`src/rtl/mts_pkg.sv`:
```
// ----------------------------------------------------------------------------
// mts_pkg
// Types and constants shared by the min tracking stack.
// ----------------------------------------------------------------------------
package mts_pkg;

  localparam int STACK_DEPTH = 64;
  localparam int DATA_W      = 32;
  localparam int CNT_W       = $clog2(STACK_DEPTH + 1);
  localparam int COUNT_W     = 7;
  localparam int IN_TDATA_W  = 32;
  localparam int OUT_TDATA_W = 80;
  localparam int OUT_USED_W  = 2 * DATA_W + 2 + COUNT_W;

  localparam logic signed [DATA_W-1:0] EMPTY_CODE = '1;

  typedef enum logic {
    ACT_PUSH = 1'b0,
    ACT_POP  = 1'b1
  } action_t;

  typedef struct packed {
    logic signed [DATA_W-1:0] value;
    logic signed [DATA_W-1:0] min_below;
  } entry_t;

  typedef struct packed {
    logic push;
    logic pop;
  } cell_ctrl_t;

endpackage

```
`src/rtl/mts_cell.sv`:
```
// ----------------------------------------------------------------------------
// mts_cell
// One stack slot: value plus minimum of itself and all slots below it.
// ----------------------------------------------------------------------------
module mts_cell (
  input  logic                clk,
  input  mts_pkg::cell_ctrl_t ctrl,
  input  mts_pkg::entry_t     upper_entry,
  input  mts_pkg::entry_t     lower_entry,
  output mts_pkg::entry_t     entry
);
  import mts_pkg::*;

  entry_t entry_r;
  entry_t entry_nxt;

  always_comb begin
    entry_nxt = entry_r;
    if (ctrl.push) begin
      entry_nxt = upper_entry;
    end else if (ctrl.pop) begin
      entry_nxt = lower_entry;
    end
  end

  always_ff @(posedge clk) begin
    entry_r <= entry_nxt;
  end

  assign entry = entry_r;

endmodule

```
`config.mk`:
```
export PLATFORM = sky130hd
export DESIGN_NAME = mts_cell
export DESIGN_NICKNAME = d
export VERILOG_FILES = /design/src/rtl/mts_pkg.sv /design/src/rtl/mts_cell.sv
export SDC_FILE = /design/constraint.sdc
export NUM_CORES = 1
export LEC_CHECK = 0
export BUFFER_PORTS_ARGS = -buffer_cell sky130_fd_sc_hd__buf_2
export CAP_MARGIN = 30
export CORE_UTILIZATION = 40
export DETAILED_ROUTE_END_ITERATION = 16
export GPL_ROUTABILITY_DRIVEN = 0
export HOLD_SLACK_MARGIN = 0.03
export PLACE_DENSITY = 0.82
export SLEW_MARGIN = 20
export SYNTH_ARGS = -nofsm -noshare
export SYNTH_HDL_FRONTEND = slang
export SYNTH_SLANG_ARGS = --single-unit
```
`constraint.sdc`:
```
create_clock -name clk -period 3.8 [get_ports clk]
set_input_delay 0.76 -clock clk [delete_from_list [all_inputs] [get_ports clk]]
set_output_delay 0.76 -clock clk [all_outputs]
set_load 0.005 [all_outputs]
```
---- Word level (Yosys, flattened, before mapping) ----
Index checks and enable logic that the tools add are counted.
cells by class
  reduce and logical (&&, ||, !) cells .... 1
  muxes and demuxes ....................... 2
operators by type and width
  kind               number
  $mux 64            2
  $reduce_bool 2->1  1
storage, ports and cells
  output and inout port bits .............. 64
  logic and storage cells ................. 5
  bits in registers ....................... 64
  bits of input ports ..................... 131

---- Depth between registers and ports, before layout ----
  depth in word-level cells ............... 2
  mapped depth ............................ 3
  mapped depth without buffers ............ 1

---- Worst setup path after synthesis ----
No wires, ideal clock.
  kind .................................... in2reg
  start point ............................. in ctrl[1] (netlist name)
  end point ............................... reg entry_r, in the netlist entry[0], enable pin
  buffers on the path ..................... 2
  stages .................................. 3
  path slack .............................. 866 ps
  arrival ................................. 2509 ps
  data required time ...................... 3374 ps
  cells stage by stage .................... buf_6 -> buf_6 -> or2_1
on the way
  cells in the longest elaborated chain, start to end .. 1
RTL lines
  item                         RTL line        RTL
  start, declared              mts_cell.sv:7   input mts_pkg::cell_ctrl_t ctrl,
  $reduce_bool 2->1 (no line)  --
  end signal, assigned         mts_cell.sv:27  entry_r <= entry_nxt;
  end, declared                mts_cell.sv:14  entry_t entry_r;
Every way passes these cells.
A chain may end at the register's enable or synchronous reset.

---- Final worst setup path ----
  start point ............................. in ctrl[1] (netlist name)
  end point ............................... reg entry_r, in the netlist entry[22], enable pin
Same word-level chain as after synthesis.

==> flow_summary.toml <==
[run_status]
status = "finished clean"

[synth]
synth-compound-area-share = 0
synth_area_mm2 = 0.002905
ys.warnings.count = 0
syn_inst = 136
synthMuxAreaShare = 0.3114
synth_top_family_by_area = "multiplexers"
synth_xor_area_frac = 0
synthesis.nets = 267
ys_ff_latch = 64
synth_fa_ha_area_frac = 0
ys_seq_area_frac = 0.6615
yosys.area_share.simple = 0.002153
syn_area_per_cell_um2 = 21.36
synth_cell_types = 6

[clock_tree]
clockBufferDepth = 2
cts.sinks = 64
postCtsSetupBuffers = 0
cts_root_buf = "clkbuf_8"
cts_tree = "yes"
cts_hold_buf = 0
clk_pin_slew_worst_paths_ps = 80
ctsResizeCount = 0
htree_num_levels = 3
cts_buffers = 9

[layout]
regArea_mm2 = 0.001922
finalNetCount = 468
postLayoutCoreUtil = 0.6036
syn_to_final_growth_pct = 43.50
final_cell_area_mm2 = 0.004169
largest_reg_flops = 64
insertedDiodeCount = 0
fin_cells = 438
drive_gt1_frac = 0.8129
fillers = 581
multi_input_area_um2 = 910.9

[worst_setup_path]
end_kind = "register"
path_buf_inv = 2
path_class = "in -> reg"
path_cells = "buf_4 -> or2_2 -> buf_4"
cpMostUsedCell = "buf_4"
path_depth = 3
cp.arrival_ps = 2320
worst-path-max-fanout = 34
cpMaxStageDelayCell = "or2_2"
required_ps = 3810
crit_family = "buffers and inverters"
start_kind = "input pin"
max_stage_delay_ps = 680

[timing]
fin_crit_ps = 2315
rsz0062_at_grt = "no"
setup-violations-final = 0
drv_slew = 0
whs_ps = 730.8
fin_tns_setup_ps = 0
relSlewSlack = 0.5312
finalCritPeriodShare = 0.6091
worstMarginPinSlew_ps = 703.2
finalHoldViolCount = 0
fmax_ghz = 0.4320

[placement]
numPortBuffers = 194
place_area_mm2 = 0.003949
dp_cells = 422

[routing]
ant_nets = 0
routed_wl_um = 6534
wl_per_cell_um = 14.92
viasPerCell = 4.578
drc = 0
drtIter0Drc = 35
drtPass1Iterations = 4
vias = 2005

[grt]
grt_first_pass_wirelength_um = 9390
grt_pass1_vias = 2047
grt_max_degree = 35
grt_use_total = 0.1691
overflow = 0
antenna_found_initial = 0

[floorplanning]
die_h_um = 87.23
die_w_um = 87.23
start_util = 0.4207
rows = 30
ios = 195
core_mm2 = 0.006907
dieArea_mm2 = 0.007608

[min_path]
holdPathStages = 2
holdCritPathClass = "in -> reg"

[pwr]
power_density_mw_per_mm2 = 429.8
leakagePower_nw = 1.995
peakVddDrop_mv = 0.2048

[flow_run]
maxCapViolations = 0
-- routing by layer --
metal / vias to the layer above / wire length (um) / track usage
li1: 938 / - / -
met3: 11 / 548 / 0.05972
met2: 110 / 3635 / 0.3121
met5: - / 0 / 0
met4: 0 / 106 / 0.07899
met1: 946 / 2243 / 0.1694
-- cells in the mapped netlist --
master / number / share of area
or2_1: 1 / 0.0022
mux2_4: 49 / 0.25
edfxtp_1: 64 / 0.66
buf_6: 6 / 0.023
mux2_2: 15 / 0.058
buf_2: 1 / 0.0017
-- cell type report --
class	count	share of cell area
clock inverters	7	0.02311
repair buffers	197	0.2389
well taps	96	0.02881
multi-input cells	65	0.2185
clock buffers	9	0.02971
flip-flops and latches	64	0.4610
-- power by group --
group          internal (mW)  switching, mW
combinational          0.169          0.106
sequential             0.867         0.0195
clock                  0.369          0.262
total                   1.40          0.388
-- metrics by stage --
| stage | power (mW) | setup WS, ps |
|---|---|---|
| 4_1_cts | 1.813 | 1480 |
| 2_1_floorplan | 1.024 | 865.6 |
| 3_3_place_gp | 1.173 | 1176 |
| 3_5_place_dp | 1.181 | 1109 |
| 6_report | 1.792 | 1485 |
| 5_1_grt | 1.872 | 1387 |
-- cell usage in the layout, fill, tap and decap left out --
master,Yosys,final
bufinv_16,0,2
mux2_2,15,15
edfxtp_1,64,64
clkbuf_8,0,9
or2_2,0,1
buf_2,1,193
clkinv_2,0,1
mux2_4,49,49
clkinvlp_4,0,3
buf_4,0,4
clkinv_4,0,1
-- kinds of logic (layout without fill, tap and decap cells) --
group	after synthesis	in the layout
buffers and inverters	7	213
and+or+nand+nor	1	1
muxes	64	64
DFF	64	64
-- worst paths after layout --
kind	start	endpoint	slack, ps
setup / recovery	ctrl[1]	entry[22]	1490
hold / removal	upper_entry[23]	entry[23]	730
No activity file was read; power rests on OpenSTA's default activity.
